--- src/design/assert_macros.svh ---
// Assertion macros shared by the scanline-to-rectangles RTL.
// Included by the modules that carry concurrent assertions; no other dependencies.
`ifndef ASSERT_MACROS_SVH
`define ASSERT_MACROS_SVH

// Property must hold at every clock edge outside reset.
`define RSR_ASSERT(label, clk, rst_n, prop) \
  label: assert property (@(posedge clk) disable iff (!rst_n) prop) \
    else $error("assertion failed");

// Expression must never be true at a clock edge outside reset.
`define RSR_ASSERT_NEVER(label, clk, rst_n, expr) \
  label: assert property (@(posedge clk) disable iff (!rst_n) !(expr)) \
    else $error("forbidden condition seen");

`endif

--- src/design/rsr_pkg.sv ---
// Shared types and constants for the scanline-to-rectangles block.
// No dependencies; used by every module of the block except rsr_ram.
`timescale 1ns / 1ps
`default_nettype none
package rsr_pkg;

  localparam int COORD_W  = 16;
  localparam int SPAN_W   = 11;
  localparam int AREA_W   = 48;
  localparam int PROD_W   = SPAN_W + COORD_W;
  localparam int EPOCH_W  = 8;
  localparam int WORD_W   = EPOCH_W + COORD_W;
  localparam int OUT_DEPTH = 8;
  localparam int OUT_PW   = 3;
  localparam int OUT_CW   = 4;

  localparam logic signed [COORD_W-1:0] NO_EDGE   = 16'sd32767;
  localparam logic [SPAN_W-1:0]         SPAN_CAP  = 11'd1024;
  localparam logic [AREA_W-1:0]         AREA_MAX  = '1;
  localparam logic [EPOCH_W-1:0]        EPOCH_MAX = '1;

  typedef enum logic {
    OP_BEGIN  = 1'b0,
    OP_COLUMN = 1'b1
  } op_e;

  typedef struct packed {
    op_e                        op;
    logic signed [COORD_W-1:0]  y;
    logic signed [COORD_W-1:0]  x;
    logic                       run_end;
    logic                       in_win;
    logic [EPOCH_W-1:0]         epoch;
  } item_t;

  typedef struct packed {
    logic signed [COORD_W-1:0] x;
    logic signed [COORD_W-1:0] y;
    logic [SPAN_W-1:0]         w;
    logic [COORD_W-1:0]        h;
  } rect_t;

  typedef struct packed {
    logic              valid;
    logic              is_begin;
    logic              a_valid;
    rect_t             a;
    logic [PROD_W-1:0] a_prod;
    logic              b_valid;
    rect_t             b;
    logic [PROD_W-1:0] b_prod;
  } merge_out_t;

  typedef struct packed {
    logic [AREA_W-1:0] area;
    rect_t             rect;
    logic              last;
  } result_t;

endpackage
`default_nettype wire

--- src/design/rsr_fifo.sv ---
// Output queue: takes up to two result words a cycle, hands out one.
// Depends on rsr_pkg and assert_macros.svh.
`timescale 1ns / 1ps
`default_nettype none
`include "assert_macros.svh"
module rsr_fifo (
  input  wire logic                        clk_i,
  input  wire logic                        rst_ni,
  input  wire rsr_pkg::result_t            d0_i,
  input  wire rsr_pkg::result_t            d1_i,
  input  wire logic [1:0]                  n_push_i,
  input  wire logic                        pop_i,
  output logic                             valid_o,
  output rsr_pkg::result_t                 head_o,
  output logic      [rsr_pkg::OUT_CW-1:0]  count_o
);

  rsr_pkg::result_t            fifo_q [rsr_pkg::OUT_DEPTH];
  logic [rsr_pkg::OUT_PW-1:0]  wp_q, rp_q;
  logic [rsr_pkg::OUT_PW-1:0]  wp_next;
  logic [rsr_pkg::OUT_CW-1:0]  count_q;
  logic                        do_pop;

  assign do_pop  = pop_i && (count_q != '0);
  assign wp_next = wp_q + 1'b1;
  assign valid_o = count_q != '0;
  assign head_o  = fifo_q[rp_q];
  assign count_o = count_q;

  always_ff @(posedge clk_i) begin
    if (n_push_i != 2'd0) begin
      fifo_q[wp_q] <= d0_i;
    end
    if (n_push_i == 2'd2) begin
      fifo_q[wp_next] <= d1_i;
    end
  end

  always_ff @(posedge clk_i or negedge rst_ni) begin
    if (!rst_ni) begin
      wp_q    <= '0;
      rp_q    <= '0;
      count_q <= '0;
    end else begin
      wp_q    <= wp_q + rsr_pkg::OUT_PW'(n_push_i);
      rp_q    <= rp_q + rsr_pkg::OUT_PW'(do_pop);
      count_q <= count_q + rsr_pkg::OUT_CW'(n_push_i) - rsr_pkg::OUT_CW'(do_pop);
    end
  end

  `RSR_ASSERT_NEVER(a_fifo_overflow, clk_i, rst_ni, ({1'b0, count_q} + 5'(n_push_i)) > 5'(rsr_pkg::OUT_DEPTH))

endmodule
`default_nettype wire

--- config.mk ---
export PLATFORM = sky130hd
export DESIGN_NAME = rsr_fifo
export DESIGN_NICKNAME = d
export VERILOG_FILES = /design/src/design/rsr_pkg.sv /design/src/design/rsr_fifo.sv
export VERILOG_INCLUDE_DIRS = /design/src /design/src/design
export SDC_FILE = /design/constraint.sdc
export NUM_CORES = 1
export LEC_CHECK = 0
export BUFFER_PORTS_ARGS = -buffer_cell sky130_fd_sc_hd__buf_4
export CORE_ASPECT_RATIO = 2
export CORE_MARGIN = 2
export CORE_UTILIZATION = 55
export DETAILED_ROUTE_END_ITERATION = 7
export PLACE_DENSITY_LB_ADDON = 0.25
export SLEW_MARGIN = 20
export SYNTH_ARGS = -nofsm -noshare
export SYNTH_HDL_FRONTEND = slang
export SYNTH_SLANG_ARGS = --single-unit
--- constraint.sdc ---
create_clock -name clk_i -period 10.7 [get_ports clk_i]
set_clock_uncertainty 0.15 [all_clocks]
set_input_delay 1.07 -clock clk_i [delete_from_list [all_inputs] [get_ports clk_i]]
set_output_delay 1.07 -clock clk_i [all_outputs]
set_load 0.05 [all_outputs]
==> impl_metrics.env <==
export IMPL_grt_pass1_vias=25400
export IMPL_mostFrequentLayoutCells="970 x mux2_2, 864 x edfxtp_1, 370 x buf_4"
export IMPL_grt_max_degree=109
export IMPL_synth_cell_type_count=30
export IMPL_drt_pass1_iterations=5
export IMPL_min_period_over_period=0.519
export IMPL_synth_largest_area_cell="edfxtp_1"
export IMPL_whs_ns=0.0937
export IMPL_grt_overflow=0
export IMPL_hold_violations=0
export IMPL_switchingPower_mw=5.66
export IMPL_combPwrFrac=0.447
export IMPL_cp_start_kind="flip-flop"
export IMPL_fin_cells=3666
export IMPL_nNetsFinal=2810
export IMPL_fp_dieH_um=400
export IMPL_ctsRootBufferMaster="clkbuf_16"
export IMPL_power_density_nw_per_um2=301
export IMPL_ys_seq_elements=874
export IMPL_path_cells="buf_4 > buf_4 > mux4_2 > mux2_2 > buf_4"
export IMPL_grt_usage=0.271
export IMPL_worstSkewPairLatency_ns=0.66
export IMPL_drtIter0Drc=1731
export IMPL_die_area_um2=80800
export IMPL_die_w_um=202
export IMPL_cts_resized_gates=0
export IMPL_p_int_mw=9.15
export IMPL_io_pins=334
export IMPL_clkPwrFrac=0.191
export IMPL_grt_pass1_wl_um=161000
export IMPL_cp_max_fo=61
export IMPL_total_power_mw=14.8
export IMPL_slowest_stage="buf_4"
export IMPL_fmax_mhz=180
export IMPL_ant_nets=0
export IMPL_final_common_cell="mux2_2"
export IMPL_worstSetupPathType="flip-flop to primary output"
export IMPL_tightest_slew_ns=1.15
export IMPL_vias=23400
export IMPL_clock_sinks=874
export IMPL_vias_per_cell=6.37
export IMPL_tns_ns=0
export IMPL_port_buffers=333
export IMPL_outcome="completed"
export IMPL_coreArea_um2=77800
export IMPL_multi_input_area_um2=16400
export IMPL_slowest_delay_ns=0.90
export IMPL_cts_inserted_buffers=78
export IMPL_rsz0062_at_grt="no"
export IMPL_setup_viol=0
export IMPL_netlist_area_um2=43100
export IMPL_place_gp_congestion=0.803
export IMPL_end_kind="primary output"
export IMPL_path_clk_slew_ns=0.07
export IMPL_regArea_um2=26200
export IMPL_ctsHoldBuffers=0
export IMPL_rows=145
export IMPL_post_cts_buffers=0
export IMPL_vdd_drop_max_mv=0.236
export IMPL_drc=0
export IMPL_wl_per_cell_um=29.6
export IMPL_maxCapViolCount=0
export IMPL_syn_nets=2508
export IMPL_synth_top_area_share=0.602
export IMPL_h_tree_depth=3
export IMPL_syn_inst=2275
export IMPL_p_leak_nw=16.7
export IMPL_p_seq_frac=0.362
export IMPL_slew_violations=0
export IMPL_dp_hpwl_um=59400
export IMPL_period_needed_ns=5.55
export IMPL_synth_area_per_cell_um2=18.9
export IMPL_crit_buf_inv=3
export IMPL_worstPathRequired_ns=9.48
export IMPL_layout_drive_gt1_share=0.640
export IMPL_fillCellCount=5522
export IMPL_cpLargestDelayFamily="buffers and inverters"
export IMPL_synth_area_leaders="edfxtp_1 60%, mux2_2 25%, mux4_2 11%, buf_2 0.74%, clkbuf_1 0.59%"
export IMPL_p_sw_frac=0.382
export IMPL_ys_seq_area_frac=0.608
export IMPL_syn_to_final_growth_pct=14.3
export IMPL_hp_class="input port to asynchronous set/reset pin"
export IMPL_dpl_cell_count=3525
export IMPL_arrival_ns=4.33
export IMPL_start_util=0.554
export IMPL_ys_warn_count=0
export IMPL_slew_limit_headroom=0.231
export IMPL_antenna_found_initial=16
export IMPL_clk_path_buf_depth=3
export IMPL_wirelength_um=108000
export IMPL_cts_tree="done"
export IMPL_cpMostUsedCell="buf_4"
==> metrics by stage <==
| step | area [um2] | setup slack, ns | utilization |
|---|---|---|---|
| final | 49300 | 5.15 | 0.633 |
| after floorplan | 43100 | 0.677 | - |
| after global routing | 49300 | 5.05 | 0.633 |
| after global placement | 46700 | 5.23 | 0.600 |
| after detailed placement | 46700 | 5.24 | 0.600 |
| after CTS | 49200 | 5.10 | 0.633 |
==> path summary, 6_finish.rpt <==
| kind | start | slack, ns | cells past startpoint | end |
|---|---|---|---|---|
| min in group clk_i | wp_q[0] | 0.58 | 1 | wp_q[0] |
| max in group asynchronous | rst_ni | 10.11 | 1 | rp_q[2] |
| hold reg to reg | wp_q[0] | 0.58 | 1 | wp_q[0] |
| setup reg to reg | wp_q[0] | 5.55 | 6 | fifo_q[1][77] |
| setup / recovery | rp_q[2] | 5.15 | 5 | head_o[21] |
| hold / removal | rst_ni | 0.09 | 1 | count_o[0] |
==> state kept, by name, summed over array words and instances (netlist names) <==
signal	flops
count_o	4
fifo_q	864
rp_q	3
wp_q	3
==> cell type report <==
| type | count | share of cell area |
|---|---|---|
| Inverter | 14 | 0.00107 |
| Multi-Input combinational cell | 1235 | 0.332 |
| Antenna cell | 1 | 0.0000508 |
| Timing Repair Buffer | 374 | 0.0578 |
| Clock inverter | 42 | 0.00810 |
| Sequential cell | 874 | 0.532 |
| Tap cell | 1029 | 0.0261 |
| Clock buffer | 97 | 0.0428 |
==> cells by family after synthesis <==
| logic type | after synthesis | share of synthesized area |
|---|---|---|
| compound gates | 12 | 0.00168 |
| xor+xnor | 6 | 0.00139 |
| fa+ha+maj | 12 | 0.00383 |
| buf+inv | 166 | 0.0165 |
| flops | 874 | 0.608 |
| mux | 1188 | 0.367 |
| simple gates | 17 | 0.00215 |
==> metal layers <==
layer  GRT usage  vias up  wire length [um]
li1            -     9976                 -
met5           0        -               181
met4      0.0805       30              2530
met3      0.0643      189              8180
met2       0.469      808             55500
met1       0.339    12300             42100
==> power groups by stage <==
stage / clock network (mW) / logic (mW) / registers (mW)
3_5_place_dp: 0 / 6.66 / 5.45
4_1_cts: 2.87 / 6.69 / 5.38
2_1_floorplan: 0 / 4.63 / 5.60
3_3_place_gp: 0 / 6.60 / 5.37
5_1_grt: 2.99 / 6.94 / 5.45
6_report: 2.83 / 6.62 / 5.37
==> synthesized netlist by cell type <==
library cell    n
edfxtp_1      864
nand3_1         3
o22ai_1         2
dfrtp_1        10
mux2_1          2
a21o_1          1
nand2b_1        1
xor2_2          1
inv_1          14
mux4_2        216
nor3b_1         1
buf_1          18
buf_4           2
buf_2          64
xnor2_1         3
o31ai_1         2
o21ai_0         5
mux2_2        970
a21oi_1         1
fa_1            2
nor2_1          2
ha_1           10
clkbuf_1       68
nor4bb_1        1
nand4b_1        1
nor4b_1         1
xor2_1          2
and2_1          1
nand2_1         6
o21bai_1        1
Note: power is estimated with default switching activity, not from simulation.
