File: src/design/assert_macros.svh
// Assertion macros shared by the scanline-to-rectangles RTL.
// Included by the modules that carry concurrent assertions; no other dependencies.
`ifndef ASSERT_MACROS_SVH
`define ASSERT_MACROS_SVH

// Property must hold at every clock edge outside reset.
`define RSR_ASSERT(label, clk, rst_n, prop) \
  label: assert property (@(posedge clk) disable iff (!rst_n) prop) \
    else $error("assertion failed");

// Expression must never be true at a clock edge outside reset.
`define RSR_ASSERT_NEVER(label, clk, rst_n, expr) \
  label: assert property (@(posedge clk) disable iff (!rst_n) !(expr)) \
    else $error("forbidden condition seen");

`endif

File: src/design/rsr_pkg.sv
// Shared types and constants for the scanline-to-rectangles block.
// No dependencies; used by every module of the block except rsr_ram.
`timescale 1ns / 1ps
`default_nettype none
package rsr_pkg;

  localparam int COORD_W  = 16;
  localparam int SPAN_W   = 11;
  localparam int AREA_W   = 48;
  localparam int PROD_W   = SPAN_W + COORD_W;
  localparam int EPOCH_W  = 8;
  localparam int WORD_W   = EPOCH_W + COORD_W;
  localparam int OUT_DEPTH = 8;
  localparam int OUT_PW   = 3;
  localparam int OUT_CW   = 4;

  localparam logic signed [COORD_W-1:0] NO_EDGE   = 16'sd32767;
  localparam logic [SPAN_W-1:0]         SPAN_CAP  = 11'd1024;
  localparam logic [AREA_W-1:0]         AREA_MAX  = '1;
  localparam logic [EPOCH_W-1:0]        EPOCH_MAX = '1;

  typedef enum logic {
    OP_BEGIN  = 1'b0,
    OP_COLUMN = 1'b1
  } op_e;

  typedef struct packed {
    op_e                        op;
    logic signed [COORD_W-1:0]  y;
    logic signed [COORD_W-1:0]  x;
    logic                       run_end;
    logic                       in_win;
    logic [EPOCH_W-1:0]         epoch;
  } item_t;

  typedef struct packed {
    logic signed [COORD_W-1:0] x;
    logic signed [COORD_W-1:0] y;
    logic [SPAN_W-1:0]         w;
    logic [COORD_W-1:0]        h;
  } rect_t;

  typedef struct packed {
    logic              valid;
    logic              is_begin;
    logic              a_valid;
    rect_t             a;
    logic [PROD_W-1:0] a_prod;
    logic              b_valid;
    rect_t             b;
    logic [PROD_W-1:0] b_prod;
  } merge_out_t;

  typedef struct packed {
    logic [AREA_W-1:0] area;
    rect_t             rect;
    logic              last;
  } result_t;

endpackage
`default_nettype wire

File: src/design/rsr_area.sv
// Area stage: accumulates the saturating running area and forms result words.
// Depends on rsr_pkg.
`timescale 1ns / 1ps
`default_nettype none
module rsr_area (
  input  wire logic                clk_i,
  input  wire logic                rst_ni,
  input  wire rsr_pkg::merge_out_t mo_i,
  output rsr_pkg::result_t         res0_o,
  output rsr_pkg::result_t         res1_o,
  output logic [1:0]               n_push_o
);

  logic [rsr_pkg::AREA_W-1:0] area_q, area_d;
  logic [rsr_pkg::PROD_W-1:0] pa, pb;
  logic [rsr_pkg::AREA_W:0]   s1, s2;
  logic [rsr_pkg::AREA_W-1:0] sum1, sum2;

  always_comb begin
    pa   = mo_i.a_valid ? mo_i.a_prod : '0;
    pb   = mo_i.b_valid ? mo_i.b_prod : '0;
    s1   = {1'b0, area_q} + 49'(pa);
    s2   = {1'b0, area_q} + 49'(pa) + 49'(pb);
    sum1 = s1[rsr_pkg::AREA_W] ? rsr_pkg::AREA_MAX : s1[rsr_pkg::AREA_W-1:0];
    sum2 = s2[rsr_pkg::AREA_W] ? rsr_pkg::AREA_MAX : s2[rsr_pkg::AREA_W-1:0];

    res1_o.rect = mo_i.b;
    res1_o.area = sum2;
    res1_o.last = 1'b1;
    if (mo_i.a_valid) begin
      res0_o.rect = mo_i.a;
      res0_o.area = sum1;
      res0_o.last = !mo_i.b_valid;
    end else begin
      res0_o.rect = mo_i.b;
      res0_o.area = sum2;
      res0_o.last = 1'b1;
    end

    n_push_o = 2'd0;
    area_d   = area_q;
    if (mo_i.valid) begin
      n_push_o = {1'b0, mo_i.a_valid} + {1'b0, mo_i.b_valid};
      if (mo_i.is_begin) begin
        area_d = '0;
      end else begin
        area_d = sum2;
      end
    end
  end

  always_ff @(posedge clk_i or negedge rst_ni) begin
    if (!rst_ni) begin
      area_q <= '0;
    end else begin
      area_q <= area_d;
    end
  end

endmodule
`default_nettype wire

File: config.mk
export PLATFORM = sky130hd
export DESIGN_NAME = rsr_area
export DESIGN_NICKNAME = d
export VERILOG_FILES = /design/src/design/assert_macros.svh /design/src/design/rsr_pkg.sv /design/src/design/rsr_area.sv
export SDC_FILE = /design/constraint.sdc
export NUM_CORES = 1
export LEC_CHECK = 0
export ABC_AREA = 1
export BUFFER_PORTS_ARGS = -buffer_cell sky130_fd_sc_hd__buf_2
export CAP_MARGIN = 5
export CORE_AREA = 2 2 153 155
export DETAILED_ROUTE_END_ITERATION = 10
export DIE_AREA = 0 0 155 157
export GPL_TIMING_DRIVEN = 0
export PLACE_DENSITY = 0.75
export SETUP_SLACK_MARGIN = 0.2
export SYNTH_ARGS = -nofsm -noshare
export SYNTH_HDL_FRONTEND = slang
export SYNTH_SLANG_ARGS = --single-unit
File: constraint.sdc
create_clock -name clk_i -period 6.49 [get_ports clk_i]
set_clock_uncertainty 0.15 [all_clocks]
set_input_delay 1.298 -clock clk_i [delete_from_list [all_inputs] [get_ports clk_i]]
set_output_delay 1.298 -clock clk_i [all_outputs]
set_load 0.01 [all_outputs]
==> results of run 1 <==
==> critical path, delay by kind of cell <==
family	cells	cell delay, ns
and+or+nand+nor	13	1.56
buffers and inverters	12	1.49
AOI/OAI and AO/OA	4	0.68
xor gates and xnor gates	1	0.21
adders and majority gates	2	0.63
==> stage by stage <==
stage / std cells / power (mW) / utilization (%)
after CTS: 2551 / 4.13 / 66.9
after floorplan: 1790 / 2.20 / -
after global placement: 2469 / 3.06 / 55.7
after global routing: 2595 / 4.95 / 71.0
final: 2599 / 4.75 / 71.1
after detailed placement: 2469 / 3.09 / 55.7
==> layout make-up <==
cell class | count | area [um^2]
Fill cell | 1885 | 6510
Antenna cell | 9 | 22.5
Buffer | 106 | 872
Clock buffer | 7 | 153
Inverter | 263 | 993
Multi-Input combinational cell | 1374 | 8950
Sequential cell | 48 | 1200
Timing Repair Buffer | 507 | 3440
Tap cell | 285 | 357
==> layer usage <==
layer | wire [um] | up-vias | track usage (%)
li1 | - | 6498 | -
met1 | 22400 | 6778 | 58.0
met2 | 24800 | 1027 | 67.1
met3 | 9010 | 241 | 20.6
met4 | 3790 | 8 | 23.5
met5 | 52 | - | 2.48
==> power groups by stage <==
stage / sequential, mW / clock (mW) / combinational [mW]
floorplan: 0.396 / 0 / 1.80
CTS: 0.421 / 0.295 / 3.41
global route: 0.431 / 0.304 / 4.21
finish: 0.426 / 0.299 / 4.03
detailed placement: 0.408 / 0 / 2.68
global placement: 0.407 / 0 / 2.66
==> what timing repair did <==
item,in CTS,in global routing
gates cloned,8,1
gates resized for setup,326,124
endpoints found under the hold margin,0,0
buffers inserted,67,37
hold buffers,0,0
pin swaps,62,59
endpoints found under the setup margin,144,96
==> cell families (layout without fill, tap and decap cells) <==
group,after synthesis,count (layout),share of synthesized area (%)
fa+ha+maj,59,59,7.80
other cells,1,10,0.0388
xor+xnor,57,57,5.17
buf+inv,369,883,17.4
simple gates,1103,1104,48.2
compound gates,153,153,9.02
flops,48,48,12.4
==> how the worst min path moves through the flow <==
| stage | end | slack [ns] | cells past startpoint |
|---|---|---|---|
| finish | area_q[2]$_DFFE_PN0P_ | 0.35 | 2 |
| global route | area_q[2]$_DFFE_PN0P_ | 0.39 | 2 |
| CTS | area_q[2]$_DFFE_PN0P_ | 0.35 | 2 |
| global placement | area_q[6]$_DFFE_PN0P_ | 0.32 | 2 |
| floorplan | area_q[14]$_DFFE_PN0P_ | 0.31 | 2 |
| detailed placement | area_q[20]$_DFFE_PN0P_ | 0.33 | 2 |
==> Yosys cell counts (21+ instances only) <==
library cell | instances | area (um^2)
nand2_1 | 746 | 2800
inv_1 | 236 | 886
nor2_1 | 166 | 623
nand3_1 | 81 | 405
buf_4 | 60 | 450
a21oi_1 | 57 | 285
ha_1 | 57 | 713
dfrtp_1 | 48 | 1200
o21ai_0 | 37 | 185
nand2_2 | 36 | 225
a31oi_1 | 31 | 194
clkbuf_1 | 31 | 116
xor2_1 | 31 | 272
xnor2_1 | 26 | 228
inv_2 | 21 | 78.8
==> flow_metrics.env, run 1 <==
export IMPL_place_area_um2=12500
export IMPL_peakVddDrop_mv=0.370
export IMPL_nNetsFinal=2542
export IMPL_power_internal_mw=2.30
export IMPL_start_kind="input pin"
export IMPL_cts_root_buf="clkbuf_16"
export IMPL_cts_reportedPaths_clkPinSlew_ns=0.07
export IMPL_comb_power_share_pct=84.7
export IMPL_cts_tree="yes"
export IMPL_r2r_cells=29
export IMPL_cellLeakagePower_nw=9.01
export IMPL_vias=14600
export IMPL_rr_startpoint="area_q[3]$_DFFE_PN0P_"
export IMPL_pin_count=396
export IMPL_port_buffers=394
export IMPL_ant_nets=0
export IMPL_r2r_setup_slack_ns=1.68
export IMPL_cpMaxStageDelayCell="ha_1"
export IMPL_critPathRequiredTime_ns=5.04
export IMPL_status="complete, but fails checks"
export IMPL_antenna_found_initial=12
export IMPL_grt_pass1_wl_mm=82.4
export IMPL_cpMostUsedCell="nor2_4"
export IMPL_rsz0062_at_grt="true"
export IMPL_power_share_clock_pct=6.3
export IMPL_drtIter0Drc=1551
export IMPL_tns_ns=-70.59
export IMPL_drt_wirelength_per_cell_um=23.1
export IMPL_vias_per_cell=5.60
export IMPL_die_h_um=157
export IMPL_start_util_pct=42.9
export IMPL_synth_seq_area_share_pct=12.4
export IMPL_endpoint="res0_o[83]"
export IMPL_stdcell_area_um2=16000
export IMPL_ys_seq_elements=48
export IMPL_area_growth_pct=65.6
export IMPL_die_w_um=155
export IMPL_layout_commonest_cell="nand2_1"
export IMPL_wl_mm=60.0
export IMPL_relSlewSlack_pct=9.77
export IMPL_mostFrequentLayoutCells="nand2_1, buf_2, inv_1"
export IMPL_hold_viol_final=0
export IMPL_period_needed_ns=7.35
export IMPL_reg_top3="area_q (48)"
export IMPL_async_reset_ff_share_pct=100
export IMPL_gp_congestion=1.07
export IMPL_cts_max_path_buffers=2
export IMPL_synth_enable_flop_cells=0
export IMPL_firstDrtPassIters=8
export IMPL_setup_viol=96
export IMPL_largest_reg_flops=48
export IMPL_yosys_warnings=0
export IMPL_reg2reg_to="area_q[24]$_DFFE_PN0P_"
export IMPL_mappedNetlistNets=2027
export IMPL_maxSlewViolCount=0
export IMPL_holdCritStartpoint="area_q[2]$_DFFE_PN0P_"
export IMPL_max_freq_mhz=136
export IMPL_syn_area_um2=9650
export IMPL_rows=55
export IMPL_cts_max_level=2
export IMPL_place_ws_ns=-1.91
export IMPL_arrival_ns=5.90
export IMPL_slowest_delay_ns=0.32
export IMPL_fin_hold_ws_ns=0.351
export IMPL_violations="negative setup slack"
export IMPL_worstPathMaxFanout=5
export IMPL_clock_latency_ns=0.31
export IMPL_yosys_cell_types_count=44
export IMPL_dp_hpwl_mm=47.2
export IMPL_power_switching_mw=2.45
export IMPL_drive_above_1_share_pct=41.6
export IMPL_die_area_um2=24300
export IMPL_core_area_um2=22500
export IMPL_max_slew_worst_pin_slew_ns=1.35
export IMPL_drc=0
export IMPL_cap_violations=0
export IMPL_critPathCaptureType="primary output"
export IMPL_track_usage_pct=46.4
export IMPL_p_seq_share_pct=9.0
export IMPL_setup_worst_path_start="mo_i[173]"
export IMPL_largest_register="area_q"
export IMPL_synth_avg_cell_area_um2=5.39
export IMPL_grt_pass1_vias=13100
export IMPL_swShare_pct=51.5
export IMPL_layout_setup_ws_ns=-0.861
export IMPL_min_path_type="flip-flop to flip-flop"
export IMPL_cts_sinks=48
export IMPL_critPathKind="input pin to primary output"
export IMPL_p_per_area_nw_per_um2=297
export IMPL_ys_flop_type="dfrtp_1"
export IMPL_synthCells=1790
export IMPL_cts_made_buffers=5
export IMPL_grt_max_degree=49
export IMPL_grt_ovfl_total=0
export IMPL_fin_crit_sh_pct=113
Note: power is estimated with default switching activity, not from simulation.
==> inputs of run 2 (changes only) <==
==> constraint.sdc (replaced) <==
create_clock -name clk_i -period 6.49 [get_ports clk_i]
set_clock_uncertainty 0.15 [all_clocks]
set_input_delay 1.298 -clock clk_i [delete_from_list [all_inputs] [get_ports clk_i]]
set_output_delay 1.298 -clock clk_i [all_outputs]
set_load 0.02 [all_outputs]
==> flow_metrics.env, run 2 (synthesis gave the netlist of run 1 again) <==
export IMPL_cts_max_path_buffers=2
export IMPL_place_area_um2=12800
export IMPL_port_buffers=394
export IMPL_status="complete, but fails checks"
export IMPL_cellLeakagePower_nw=9.38
export IMPL_max_slew_worst_pin_slew_ns=1.35
export IMPL_grt_pass1_vias=13400
export IMPL_dp_cells=2469
export IMPL_reg_top3="area_q (48)"
export IMPL_cts_sinks=48
export IMPL_setup_worst_path_start="mo_i[173]"
export IMPL_rr_startpoint="area_q[0]$_DFFE_PN0P_"
export IMPL_cap_violations=0
export IMPL_largest_reg_flops=48
export IMPL_layout_commonest_cell="nand2_1"
export IMPL_cts_tree="yes"
export IMPL_slowest_delay_ns=0.27
export IMPL_die_h_um=157
export IMPL_mostFrequentLayoutCells="nand2_1, buf_2, inv_1"
export IMPL_final_util_pct=75.8
export IMPL_largest_register="area_q"
export IMPL_ant_nets=0
export IMPL_grt_pass1_wl_mm=78.6
export IMPL_die_area_um2=24300
export IMPL_area_growth_pct=76.6
export IMPL_final_cells=2641
export IMPL_critPathKind="input pin to primary output"
export IMPL_worstPathMaxFanout=10
export IMPL_wl_mm=59.9
export IMPL_gp_congestion=1.04
export IMPL_cpMostUsedCell="nand2_2"
export IMPL_pin_count=396
export IMPL_rsz0062_at_grt="true"
export IMPL_layout_setup_ws_ns=-0.732
export IMPL_critPathRequiredTime_ns=5.04
export IMPL_critPathCaptureType="primary output"
export IMPL_drive_above_1_share_pct=46.0
export IMPL_vias=14800
export IMPL_drt_wirelength_per_cell_um=22.7
export IMPL_arrival_ns=5.77
export IMPL_firstDrtPassIters=5
export IMPL_fin_crit_sh_pct=111
export IMPL_stdcell_area_um2=17100
export IMPL_p_per_area_nw_per_um2=319
export IMPL_max_freq_mhz=138
export IMPL_period_needed_ns=7.22
export IMPL_endpoint="res0_o[64]"
export IMPL_start_kind="input pin"
export IMPL_r2r_cells=31
export IMPL_track_usage_pct=43.2
export IMPL_cts_max_level=2
export IMPL_cpMaxStageDelayCell="ha_4"
export IMPL_start_util_pct=42.9
export IMPL_setup_viol=96
export IMPL_vias_per_cell=5.59
export IMPL_tns_ns=-56.36
export IMPL_core_area_um2=22500
export IMPL_r2r_setup_slack_ns=1.79
export IMPL_min_path_type="flip-flop to flip-flop"
export IMPL_maxSlewViolCount=0
export IMPL_antenna_found_initial=10
export IMPL_die_w_um=155
export IMPL_relSlewSlack_pct=10.2
export IMPL_peakVddDrop_mv=0.255
export IMPL_grt_max_degree=49
export IMPL_drc=0
export IMPL_nNetsFinal=2585
export IMPL_postCtsHoldBufs=0
export IMPL_dp_hpwl_mm=43.4
export IMPL_hold_viol_final=0
export IMPL_rows=55
export IMPL_cts_root_buf="clkbuf_16"
export IMPL_violations="negative setup slack"
export IMPL_grt_ovfl_total=0
export IMPL_drtIter0Drc=1503
export IMPL_cts_reportedPaths_clkPinSlew_ns=0.07
export IMPL_cts_made_buffers=5
export IMPL_clock_latency_ns=0.32
export IMPL_reg2reg_to="area_q[25]$_DFFE_PN0P_"
-- run 2: cell types whose count changed in the layout (fill, tap and decap cells not counted), sizes merged --
cell	before	now
clkinvlp	0	1
bufinv	0	1
nand2	798	799
inv	257	258
buf	582	622
diode	9	7
-- run 2: how the worst min path moves through the flow --
stage	start	to	cells past startpoint
final	area_q[46]$_DFFE_PN0P_	area_q[46]$_DFFE_PN0P_	2
after global routing	area_q[2]$_DFFE_PN0P_	area_q[2]$_DFFE_PN0P_	2
after CTS	area_q[4]$_DFFE_PN0P_	area_q[4]$_DFFE_PN0P_	2
after detailed placement	area_q[16]$_DFFE_PN0P_	area_q[16]$_DFFE_PN0P_	2
after global placement	area_q[2]$_DFFE_PN0P_	area_q[2]$_DFFE_PN0P_	2
after floorplan	area_q[16]$_DFFE_PN0P_	area_q[16]$_DFFE_PN0P_	2
-- run 2: power breakdown --
part / switching (mW) / internal (mW) / leakage (nW)
Combinational: 2.63 / 2.05 / 8.66
Clock: 0.146 / 0.182 / 0.0799
Sequential: 0.0763 / 0.361 / 0.646
Total: 2.85 / 2.59 / 9.38
-- run 2: final cells by class --
class	instances	area, um^2
diodes	7	17.5
plain buffers	106	890
clock buffers	5	125
clock inverters	3	42.5
fillers	1676	5450
inverters	263	990
multi-input cells	1375	9380
flip-flops and latches	48	1200
well taps	285	357
repair buffers	549	4050
-- run 2: per-stage QoR --
step	setup slack [ns]	total power, mW	hold WS (ns)
3_3_place_gp	-1.70	3.36	0.320
5_1_grt	-0.782	5.61	0.393
6_report	-0.732	5.44	0.362
2_1_floorplan	0.151	2.51	0.305
4_1_cts	-0.510	4.43	0.347
3_5_place_dp	-1.63	3.38	0.326
-- run 2: critical path, delay by kind of cell --
family | cells | cell delay, ns
adders and majority gates | 2 | 0.52
xor gates and xnor gates | 1 | 0.17
AOI/OAI and AO/OA | 6 | 0.98
buffers and inverters | 13 | 1.65
and+or+nand+nor | 12 | 1.10
-- run 2: timing repair --
| action | CTS | global route |
|---|---|---|
| buffers inserted | 68 | 79 |
| gates cloned | 5 | 4 |
| endpoints found under the setup margin | 129 | 96 |
| gates resized for setup | 378 | 275 |
| pin swaps | 69 | 79 |
-- run 2: metal layers --
| layer | global-route usage, % | wire length (um) |
|---|---|---|
| met5 | 0 | 36 |
| met4 | 23.1 | 4220 |
| met3 | 11.7 | 8410 |
| met2 | 68.1 | 26200 |
| met1 | 53.8 | 21000 |
