--- config.mk ---
export PLATFORM = sky130hd
export DESIGN_NAME = rsr_merge
export DESIGN_NICKNAME = d
export VERILOG_FILES = /design/src/design/rsr_pkg.sv /design/src/design/rsr_merge.sv
export VERILOG_INCLUDE_DIRS = /design/src /design/src/design
export SDC_FILE = /design/constraint.sdc
export NUM_CORES = 1
export LEC_CHECK = 0
export ABC_AREA = 1
export BUFFER_PORTS_ARGS = -buffer_cell sky130_fd_sc_hd__buf_2
export CORE_UTILIZATION = 60
export CTS_CLUSTER_SIZE = 20
export DETAILED_ROUTE_END_ITERATION = 10
export GPL_TIMING_DRIVEN = 0
export MAX_ROUTING_LAYER = met4
export PLACE_DENSITY = 0.8
export SLEW_MARGIN = 20
export SYNTH_ARGS = -nofsm -noshare
export SYNTH_HDL_FRONTEND = slang
export SYNTH_SLANG_ARGS = --single-unit
--- constraint.sdc ---
create_clock -name clk_i -period 14.4 [get_ports clk_i]
set_input_delay 2.88 -clock clk_i [delete_from_list [all_inputs] [get_ports clk_i]]
set_output_delay 2.88 -clock clk_i [all_outputs]
set_load 0.005 [all_outputs]
--- src/design/assert_macros.svh ---
// Assertion macros shared by the scanline-to-rectangles RTL.
// Included by the modules that carry concurrent assertions; no other dependencies.
`ifndef ASSERT_MACROS_SVH
`define ASSERT_MACROS_SVH

// Property must hold at every clock edge outside reset.
`define RSR_ASSERT(label, clk, rst_n, prop) \
  label: assert property (@(posedge clk) disable iff (!rst_n) prop) \
    else $error("assertion failed");

// Expression must never be true at a clock edge outside reset.
`define RSR_ASSERT_NEVER(label, clk, rst_n, expr) \
  label: assert property (@(posedge clk) disable iff (!rst_n) !(expr)) \
    else $error("forbidden condition seen");

`endif

--- src/design/rsr_pkg.sv ---
// Shared types and constants for the scanline-to-rectangles block.
// No dependencies; used by every module of the block except rsr_ram.
`timescale 1ns / 1ps
`default_nettype none
package rsr_pkg;

  localparam int COORD_W  = 16;
  localparam int SPAN_W   = 11;
  localparam int AREA_W   = 48;
  localparam int PROD_W   = SPAN_W + COORD_W;
  localparam int EPOCH_W  = 8;
  localparam int WORD_W   = EPOCH_W + COORD_W;
  localparam int OUT_DEPTH = 8;
  localparam int OUT_PW   = 3;
  localparam int OUT_CW   = 4;

  localparam logic signed [COORD_W-1:0] NO_EDGE   = 16'sd32767;
  localparam logic [SPAN_W-1:0]         SPAN_CAP  = 11'd1024;
  localparam logic [AREA_W-1:0]         AREA_MAX  = '1;
  localparam logic [EPOCH_W-1:0]        EPOCH_MAX = '1;

  typedef enum logic {
    OP_BEGIN  = 1'b0,
    OP_COLUMN = 1'b1
  } op_e;

  typedef struct packed {
    op_e                        op;
    logic signed [COORD_W-1:0]  y;
    logic signed [COORD_W-1:0]  x;
    logic                       run_end;
    logic                       in_win;
    logic [EPOCH_W-1:0]         epoch;
  } item_t;

  typedef struct packed {
    logic signed [COORD_W-1:0] x;
    logic signed [COORD_W-1:0] y;
    logic [SPAN_W-1:0]         w;
    logic [COORD_W-1:0]        h;
  } rect_t;

  typedef struct packed {
    logic              valid;
    logic              is_begin;
    logic              a_valid;
    rect_t             a;
    logic [PROD_W-1:0] a_prod;
    logic              b_valid;
    rect_t             b;
    logic [PROD_W-1:0] b_prod;
  } merge_out_t;

  typedef struct packed {
    logic [AREA_W-1:0] area;
    rect_t             rect;
    logic              last;
  } result_t;

endpackage
`default_nettype wire

--- src/design/rsr_merge.sv ---
// Column merge stage: resolves the stored top edge, updates the pending rectangle
// and produces the store write-back. Depends on rsr_pkg and assert_macros.svh.
`timescale 1ns / 1ps
`default_nettype none
`include "assert_macros.svh"
module rsr_merge (
  input  wire logic                         clk_i,
  input  wire logic                         rst_ni,
  input  wire logic                         valid_i,
  input  wire rsr_pkg::item_t               item_i,
  input  wire logic [rsr_pkg::WORD_W-1:0]   rd_word_i,
  output logic                              wr_en_o,
  output logic      [rsr_pkg::WORD_W-1:0]   wr_word_o,
  output rsr_pkg::merge_out_t               mo_o
);

  logic                                 ov_q, ov_d;
  logic signed [rsr_pkg::COORD_W-1:0]   left_q, left_d;
  logic signed [rsr_pkg::COORD_W-1:0]   top_q, top_d;
  logic [rsr_pkg::SPAN_W-1:0]           span_q, span_d;
  rsr_pkg::merge_out_t                  mo_q, mo_d;

  logic signed [rsr_pkg::COORD_W-1:0]   t;
  logic                                 below;
  logic                                 mergeable;
  logic [rsr_pkg::COORD_W+1:0]          x_ext;
  logic [rsr_pkg::COORD_W+1:0]          end_ext;

  always_comb begin
    if (rd_word_i[rsr_pkg::WORD_W-1:rsr_pkg::COORD_W] == item_i.epoch) begin
      t = $signed(rd_word_i[rsr_pkg::COORD_W-1:0]);
    end else begin
      t = rsr_pkg::NO_EDGE;
    end
    below     = t < item_i.y;
    x_ext     = {{2{item_i.x[rsr_pkg::COORD_W-1]}}, item_i.x};
    end_ext   = {{2{left_q[rsr_pkg::COORD_W-1]}}, left_q}
              + {7'b0, span_q};
    mergeable = ov_q && (top_q == t) && (x_ext == end_ext) && (span_q < rsr_pkg::SPAN_CAP);

    ov_d      = ov_q;
    left_d    = left_q;
    top_d     = top_q;
    span_d    = span_q;
    wr_en_o   = 1'b0;
    wr_word_o = {item_i.epoch, rsr_pkg::NO_EDGE};
    mo_d      = '0;

    if (valid_i) begin
      mo_d.valid = 1'b1;
      if (item_i.op == rsr_pkg::OP_BEGIN) begin
        mo_d.is_begin = 1'b1;
        ov_d          = 1'b0;
      end else begin
        if (item_i.in_win) begin
          wr_en_o = 1'b1;
          if (below) begin
            if (mergeable) begin
              span_d = span_q + 1'b1;
            end else begin
              mo_d.a_valid = ov_q;
              left_d       = item_i.x;
              top_d        = t;
              span_d       = 11'd1;
              ov_d         = 1'b1;
            end
          end else begin
            wr_word_o    = {item_i.epoch, item_i.y};
            mo_d.a_valid = ov_q;
            ov_d         = 1'b0;
          end
        end
        if (item_i.run_end && ov_d) begin
          mo_d.b_valid = 1'b1;
          ov_d         = 1'b0;
        end
      end
    end

    mo_d.a.x    = left_q;
    mo_d.a.y    = top_q;
    mo_d.a.w    = span_q;
    mo_d.a.h    = 16'(item_i.y - top_q);
    mo_d.a_prod = rsr_pkg::PROD_W'(mo_d.a.w) * rsr_pkg::PROD_W'(mo_d.a.h);
    mo_d.b.x    = left_d;
    mo_d.b.y    = top_d;
    mo_d.b.w    = span_d;
    mo_d.b.h    = 16'(item_i.y - top_d);
    mo_d.b_prod = rsr_pkg::PROD_W'(mo_d.b.w) * rsr_pkg::PROD_W'(mo_d.b.h);
  end

  always_ff @(posedge clk_i or negedge rst_ni) begin
    if (!rst_ni) begin
      ov_q   <= 1'b0;
      left_q <= '0;
      top_q  <= '0;
      span_q <= '0;
      mo_q   <= '0;
    end else begin
      ov_q   <= ov_d;
      left_q <= left_d;
      top_q  <= top_d;
      span_q <= span_d;
      mo_q   <= mo_d;
    end
  end

  assign mo_o = mo_q;

  `RSR_ASSERT(a_span_range, clk_i, rst_ni, ov_q |-> (span_q != '0 && span_q <= rsr_pkg::SPAN_CAP))
  `RSR_ASSERT_NEVER(a_b_without_column, clk_i, rst_ni, mo_q.b_valid && mo_q.is_begin)

endmodule
`default_nettype wire

==> results of run 1 <==
==> path summary, 6_finish.rpt <==
check	from	to	cells past startpoint
setup / recovery	item_i[1]	mo_o[25]	48
hold / removal	mo_o[81]	mo_o[168]	0
setup reg to reg	mo_o[43]	mo_o[25]	51
hold reg to reg	mo_o[81]	mo_o[168]	0
max in group asynchronous	rst_ni	mo_o[36]	2
min in group asynchronous	rst_ni	mo_o[97]	1
==> registers in the layout, indices dropped and copies added, names as in the netlist <==
signal / count
ov_q: 1
mo_o: 176
==> worst max-delay path: cells and delay by family <==
family | cells | cell delay (ns)
AND/OR/NAND/NOR | 21 | 2.98
AO/OA/AOI/OAI | 10 | 2.06
XOR/XNOR | 3 | 1.12
buffers and inverters | 5 | 0.82
adder cells (fa/ha/maj) | 9 | 3.80
==> cells by family after synthesis <==
family                     count (synthesis)  share of synthesized area
AOI/OAI and AO/OA                        182                     0.0497
and+or+nand+nor                          926                      0.192
xor gates and xnor gates                  84                     0.0368
DFF                                      177                      0.222
adders and majority gates                440                      0.371
buffers and inverters                    608                      0.129
==> per-layer routing <==
metal / vias up / track usage
met5: - / -
met4: 0 / 0.129
met3: 101 / 0.0516
met2: 697 / 0.536
met1: 8118 / 0.475
li1: 7836 / -
==> final cells by class <==
type                       count  area, um^2  area share
antenna                        3        7.51    0.000334
buffer                       100         662      0.0294
clock buffer                  20         437      0.0194
clock inverter                12         128     0.00568
inverter                     508        1910      0.0849
multi-input combinational   1632       13000       0.577
sequential                   177        4430       0.197
tap                          442         553      0.0246
timing repair buffer         271        1390      0.0618
==> power by group through the flow <==
stage	combinational [mW]	sequential [mW]	clock, mW
CTS	1.84	0.732	0.474
detailed placement	1.83	0.741	0
global route	2.09	0.749	0.491
floorplan	1.24	0.742	0
global placement	1.76	0.737	0
finish	1.85	0.732	0.466
==> metrics by stage <==
stage	util	hold WS (ns)	cells	area, um^2
6_report	0.689	0.404	3165	22500
3_3_place_gp	0.671	0.388	3129	21900
2_1_floorplan	-	0.370	2417	20000
5_1_grt	0.689	0.412	3164	22500
3_5_place_dp	0.672	0.390	3130	21900
4_1_cts	0.689	0.406	3162	22500
==> placed cells by master (no fill, tap or decap), types with 7 or more instances in the layout <==
cell,n
nand3_1,75
nor2_2,7
buf_4,58
a21oi_1,96
clkbuf_1,29
a31oi_1,7
buf_2,278
nand4_1,16
fa_1,253
xor2_1,54
nand2_2,20
clkinv_1,12
o21ai_1,16
inv_1,490
or2_2,12
clkbuf_16,17
nor3_1,14
xnor2_1,30
ha_1,187
dfrtp_1,177
o21ai_0,37
nand2_1,535
nor2_1,226
==> metrics.sh, run 1 <==
YS_SEQ_AREA_FRAC=0.222
SYNTH.CELL_AREA_UM2=20000
CLOCK_SKEW_NS=0.0148
SLEW_VIOLATIONS=0
CRIT_ARRIVAL_NS=13.72
DR_WL_MET3_MM=4.44
POST_SYNTH_MAIN_AREA_CONTRIBUTORS='fa_1 (25%), dfrtp_1 (22%), ha_1 (12%)'
CTS_TREE='done'
NUM_IO_PINS=271
SYNTH.NET_COUNT=2927
CLOCK_SINKS=177
MAX_CLOCK_FREQ_MHz=74.9
COMB_POWER_SHARE=0.606
CLOCK_POWER_SHARE=0.153
MIN_PERIOD_NS=13.35
CRITICAL_PATH.SLOWEST_CELL='xor2_1'
PLACE_CONGESTION=0.995
GRT_PASS1_WL_MM=87.1
WORST-PATH-MAX-FANOUT=10
NUM-FILL-CELLS=2714
SETUP.WORST_PATH.START_CLASS='input port'
FIRST_ITER_VIOLATIONS=1280
SYNTH_ASYNC_SR_FLOP_SHARE=1.00
LAYOUT-DRIVE-GT1-SHARE=0.159
CAP_VIOLATIONS=0
CRITICAL_PATH.MOST_COMMON_CELL='nand2_1'
VIA_COUNT_OF_THE_FIRST_GLOBAL_ROUTING_PASS=16700
P_SWITCHING_mW=1.46
DRT.ANTENNA.VIOLATING_NETS=0
HTREE_NUM_LEVELS=4
CLK_PIN_SLEW_NS=0.07
POST_SYNTH_NUM_CELL_TYPES=47
STD_CELL_ROWS=66
RSZ0062_AT_GRT='no'
SW_FRAC_OF_TOTAL=0.478
LAYOUT-AREA-OVERHEAD-VS-SYNTH_PCT=12.6
NUMCTSBUFFERS=17
POST_CTS_BUFFERS=0
POWERDENSITY_nW_PER_UM2=135
SYNTH_EDF_COUNT=0
RELSLEWSLACK=0.362
DIE-HEIGHT_UM=184
INITIAL_CORE_UTIL=0.612
DIE-WIDTH_UM=184
CTS.PATH.MAX_BUFFERS=2
NETLIST_INSTANCES=2417
SYNTH_MOST_COMMON_CELL='nand2_1'
GRT_REMAINING_OVERFLOW=0
DESIGN.FINAL.NETS=3217
POST_DRT_WL_PER_CELL_UM=17.2
REMAINING_DESIGN_RULE_VIOLATION_COUNT=0
SYNTHESIS.AREA_PER_INSTANCE_UM2=8.26
TIMING.FINAL.WS_SETUP_NS=1.05
ROUTE.TOP_LAYER_USED='met4'
IRDROPWORSTVDD_V=0.0000922
DRT-PASS1-ITER-COUNT=5
SHARE_SEQ_OF_TOTAL_POWER=0.241
MIN_PATH_TYPE='reg -> reg'
WORST_SLEW_PIN_SLEW_NS=0.953
CRITPATHREQUIREDTIME_NS=14.77
WORST_SLACK_PLACED_NS=0.834
STATUS='completed'
SYNTH-SEQ-CELLS=177
COREAREA_UM2=32600
CLOCK_INSERTION_DELAY_WORST_SKEW_NS=0.46
REGTOREGSETUPSLACK_NS=3.36
ANTENNA_FOUND_INITIAL=2
VIAS_PER_CELL=5.29
INTPOWER_mW=1.59
DIEAREA_UM2=34000
POST_CTS_RESIZED=0
SYNTH_TOP_AREA_CELL='fa_1'
POSTROUTEWIRELENGTH_MM=54.6
CLOCK_TREE.ROOT_CELL='clkbuf_16'
FINALPOWER_mW=3.04
KIND_OF_CRITICAL_PATH='in -> reg'
TIMING.FINAL.HOLD_VIOLATIONS=0
COUNT_OF_HOLD_BUFFERS_INSERTED_BY_POST_CTS_REPAIR=0
SUM_OF_NEGATIVE_SETUP_SLACK_NS=0
DR_WL_MET2_MM=24.7
WL_MET1_MM=23.7
PORT-BUFFER-COUNT=270
GROUTE.USAGE.OVERALL=0.350
ROUTED-VIA-COUNT=16800
CP-END-KIND='flop'
REPORT.FINAL.SETUP_VIOL=0
SYNTH_TOP_AREA_FRAC=0.254
FINAL_CYCLE_UTILIZATION_OF_THE_CRITICAL_PATH=0.927
TOTAL_LEAKAGE_POWER_nW=12.6
SYNTH_WARNINGS=0
DOMINANTREGCELLSYNTH='dfrtp_1'
WORST_PATH_LARGEST_CELL_DELAY_NS=0.71
GRT_MAX_DEGREE=96
SYNTH.TOP_CELLS.BY_COUNT='nand2_1 (535), inv_1 (490), fa_1 (253)'
PLACE_HPWL_MM=46.0
Note: power is estimated with default switching activity, not from simulation.
==> run 2: changes to the inputs <==
ABC_AREA = 0   (was 1)
==> run 2 against run 1 <==
  * Die area rose by 0.52%
  * Sequential share of layout area fell by 0.30 points
  * Register-to-register slack got worse by 1.0 ns
  * Critical path type unchanged
  * Critical endpoint is now mo_o[26]
  * Wire length increased by 1.6%
==> metrics.sh, run 2 <==
STATUS='completed'  # unchanged
DIEAREA_UM2=34200  # was 34000 um^2
DRT.ANTENNA.VIOLATING_NETS=0  # unchanged
NUM-FILL-CELLS=2604  # was 2714
COMB_POWER_SHARE=0.492  # was 0.606
NETLIST_INSTANCES=2188  # was 2417
SLEW_VIOLATIONS=0  # unchanged
CAP_VIOLATIONS=0  # unchanged
MIN_PATH_CELLS=0  # unchanged
CLOCK_SINKS=177  # unchanged
SYNTH-SEQ-CELLS=177  # unchanged
LAYOUT-DRIVE-GT1-SHARE=0.175  # was 0.159
CTS_TREE='done'  # unchanged
POWERDENSITY_nW_PER_UM2=101  # was 135 nW/um^2
LAYOUT-AREA-OVERHEAD-VS-SYNTH_PCT=13.7  # was 12.6%
KIND_OF_CRITICAL_PATH='in -> reg'  # unchanged
R2R.WORST_PATH.CELLS=45  # was 51
ANTENNA_CELLS=0  # was 3
HTREE_NUM_LEVELS=4  # unchanged
SYNTH.NET_COUNT=2698  # was 2927
CLOCK_SKEW_NS=0.0134  # was 0.0148 ns
VIA_COUNT_OF_THE_FIRST_GLOBAL_ROUTING_PASS=17100  # was 16700
SW_FRAC_OF_TOTAL=0.447  # was 0.478
INITIAL_CORE_UTIL=0.614  # was 0.612
TIMING.FINAL.HOLD_VIOLATIONS=0  # unchanged
CRITICAL_PATH.SLOWEST_CELL='fa_1'  # was xor2_1
IRDROPWORSTVDD_V=0.000110  # was 0.0000922 V
FINALHOLDWORSTSLACK_NS=0.433  # was 0.404 ns
SYNTH_MOST_COMMON_CELL='inv_1'  # was nand2_1
WORST_PATH_LARGEST_CELL_DELAY_NS=0.52  # was 0.71 ns
SYNTH_EDF_COUNT=0  # unchanged
SETUP.WORST_PATH.START_CLASS='input port'  # unchanged
FINALPOWER_mW=2.30  # was 3.04 mW
FIRST_ITER_VIOLATIONS=1330  # was 1280
POSTROUTEWIRELENGTH_MM=55.5  # was 54.6 mm
MOST-COMMON-LAYOUT-CELLS='inv_1 (368), buf_2 (281), nand2_1 (268)'  # was nand2_1 (535), inv_1 (490), buf_2 (278)
TIMING.RR.END='mo_o[26]'  # was mo_o[25]
END_OF_THE_WORST_HOLD_PATH='mo_o[159]'  # was mo_o[168]
CRIT_ARRIVAL_NS=14.18  # was 13.72 ns
YS_SEQ_AREA_FRAC=0.221  # was 0.222
DOMINANTREGCELLSYNTH='dfrtp_1'  # unchanged
GRT_MAX_DEGREE=92  # was 96
COREAREA_UM2=32700  # was 32600 um^2
NUMBER_OF_BUFFER_AND_INVERTER_STAGES_ON_THE_CRITICAL_PATH=9  # was 5
LAYOUT_COMMONEST_CELL='inv_1'  # was nand2_1
NUM_IO_PINS=271  # unchanged
ROUTED-VIA-COUNT=16600  # was 16800
PLACE_CONGESTION=0.956  # was 0.995
RR_STARTPOINT='mo_o[43]'  # unchanged
CLOCK_POWER_SHARE=0.203  # was 0.153
P_SWITCHING_mW=1.03  # was 1.46 mW
DRT-PASS1-ITER-COUNT=5  # unchanged
MAX_CLOCK_FREQ_MHz=72.5  # was 74.9 MHz
CRITPATHREQUIREDTIME_NS=14.79  # was 14.77 ns
DP.CELLS=2901  # was 3130
CRITICAL_PATH.MOST_COMMON_CELL='fa_1'  # was nand2_1
RELSLEWSLACK=0.365  # was 0.362
CTS.PATH.MAX_BUFFERS=2  # unchanged
CLOCK_INSERTION_DELAY_WORST_SKEW_NS=0.48  # was 0.46 ns
SYNTH_TOP_AREA_FRAC=0.252  # was 0.254
PLACE_HPWL_MM=44.8  # was 46.0 mm
PORT-BUFFER-COUNT=270  # unchanged
NUMCTSBUFFERS=17  # unchanged
FINAL_CYCLE_UTILIZATION_OF_THE_CRITICAL_PATH=0.957  # was 0.927
POST_SYNTH_MAIN_AREA_CONTRIBUTORS='fa_1 (25%), dfrtp_1 (22%), ha_1 (12%)'  # unchanged
AREA_USED_BY_MULTI_INPUT_COMBINATIONAL_LOGIC_UM2=13700  # was 13000 um^2
DIE-HEIGHT_UM=185  # was 184 um
TIMING.FINAL.WS_SETUP_NS=0.613  # was 1.05 ns
POST_DRT_WL_PER_CELL_UM=18.8  # was 17.2 um
WORST_SLEW_PIN_SLEW_NS=0.949  # was 0.953 ns
MIN_PATH_TYPE='reg -> reg'  # unchanged
ANTENNA_FOUND_INITIAL=0  # was 2
GRT_PASS1_WL_MM=88.6  # was 87.1 mm
CLK_PIN_SLEW_NS=0.08  # was 0.07 ns
REPORT.FINAL.SETUP_VIOL=0  # unchanged
INTPOWER_mW=1.27  # was 1.59 mW
CRIT_FAMILY='adder cells'  # unchanged
DESIGN.FINAL.NETS=2998  # was 3217
WORST_SLACK_PLACED_NS=-1.06  # was 0.834 ns
SYNTH.CELL_AREA_UM2=20100  # was 20000 um^2
SHARE_SEQ_OF_TOTAL_POWER=0.304  # was 0.241
COUNT_OF_HOLD_BUFFERS_INSERTED_BY_POST_CTS_REPAIR=0  # unchanged
SYNTH_WARNINGS=0  # unchanged
MIN_PERIOD_NS=13.79  # was 13.35 ns
TOTAL_LEAKAGE_POWER_nW=11.8  # was 12.6 nW
HP-START='mo_o[72]'  # was mo_o[81]
REGTOREGSETUPSLACK_NS=2.35  # was 3.36 ns
STD_CELL_ROWS=66  # unchanged
SYNTH.TOP_CELLS.BY_COUNT='inv_1 (368), nand2_1 (269), fa_1 (253)'  # was nand2_1 (535), inv_1 (490), fa_1 (253)
SYNTH_TOP_AREA_CELL='fa_1'  # unchanged
WORST-PATH-MAX-FANOUT=10  # unchanged
CP-END-KIND='flop'  # unchanged
SEQ_AREA_UM2=4430  # unchanged
SUM_OF_NEGATIVE_SETUP_SLACK_NS=0  # unchanged
GRT_REMAINING_OVERFLOW=0  # unchanged
CLOCK_TREE.ROOT_CELL='clkbuf_16'  # unchanged
LARGEST_REGISTER_FFS=176  # unchanged
DIE-WIDTH_UM=185  # was 184 um
VIAS_PER_CELL=5.64  # was 5.29
SYNTH_ASYNC_SR_FLOP_SHARE=1.00  # unchanged
REMAINING_DESIGN_RULE_VIOLATION_COUNT=0  # unchanged
INSTANCES_NO_FILL=2943  # was 3165
SYNTHESIS.AREA_PER_INSTANCE_UM2=9.17  # was 8.26 um^2
POST_SYNTH_NUM_CELL_TYPES=76  # was 47
GROUTE.USAGE.OVERALL=0.350  # about the same
## run 2: layer usage
layer	up-vias	global-route usage	share of wire	wire, um
li1	7526	-	-	-
met1	8215	0.445	0.41	23000
met2	702	0.561	0.48	26600
met3	142	0.0490	0.067	3740
met4	0	0.151	0.039	2140
met5	-	-	0	0
## run 2: cell type report
| class | count | share of cell area |
|---|---|---|
| Multi-Input combinational cell | 1520 | 0.601 |
| Sequential cell | 177 | 0.194 |
| Timing Repair Buffer | 282 | 0.0644 |
| Inverter | 373 | 0.0613 |
| Buffer | 117 | 0.0301 |
| Tap cell | 442 | 0.0242 |
| Clock buffer | 17 | 0.0186 |
| Clock inverter | 15 | 0.00630 |
## run 2: cell families after synthesis
logic type,after synthesis,synth area share
simple gates,684,0.162
buf+inv,491,0.104
fa+ha+maj,440,0.369
compound gates,280,0.0918
flops,177,0.221
xor+xnor,100,0.0436
mux,16,0.00891
## run 2: worst max-delay path by stage
| stage | from | cells past startpoint | endpoint | slack [ns] |
|---|---|---|---|---|
| after global placement | item_i[5] | 50 | mo_o[26] | -0.86 |
| final | item_i[2] | 49 | mo_o[26] | 0.61 |
| after detailed placement | item_i[0] | 50 | mo_o[26] | -1.06 |
| after CTS | item_i[5] | 50 | mo_o[26] | 0.02 |
| after global routing | item_i[3] | 49 | mo_o[26] | -0.04 |
| after floorplan | item_i[5] | 48 | mo_o[26] | 1.49 |
## run 2: per-stage QoR
| stage | util | area, um^2 |
|---|---|---|
| 3_5_place_dp | 0.673 | 22000 |
| 6_report | 0.698 | 22800 |
| 3_3_place_gp | 0.672 | 22000 |
| 2_1_floorplan | - | 20100 |
| 5_1_grt | 0.698 | 22800 |
| 4_1_cts | 0.693 | 22600 |
## run 2: what timing repair did
item	in CTS	in global routing
buffers inserted	0	11
resized for setup	9	20
pin swaps	0	3
endpoints found under the setup margin	5	9
cloned	0	0
## run 2: power groups by stage
stage	sequential, mW	clock (mW)	combinational [mW]
after CTS	0.698	0.473	1.09
final	0.699	0.467	1.13
after global routing	0.713	0.491	1.24
after global placement	0.703	0	1.05
after floorplan	0.704	0	0.630
after detailed placement	0.707	0	1.07
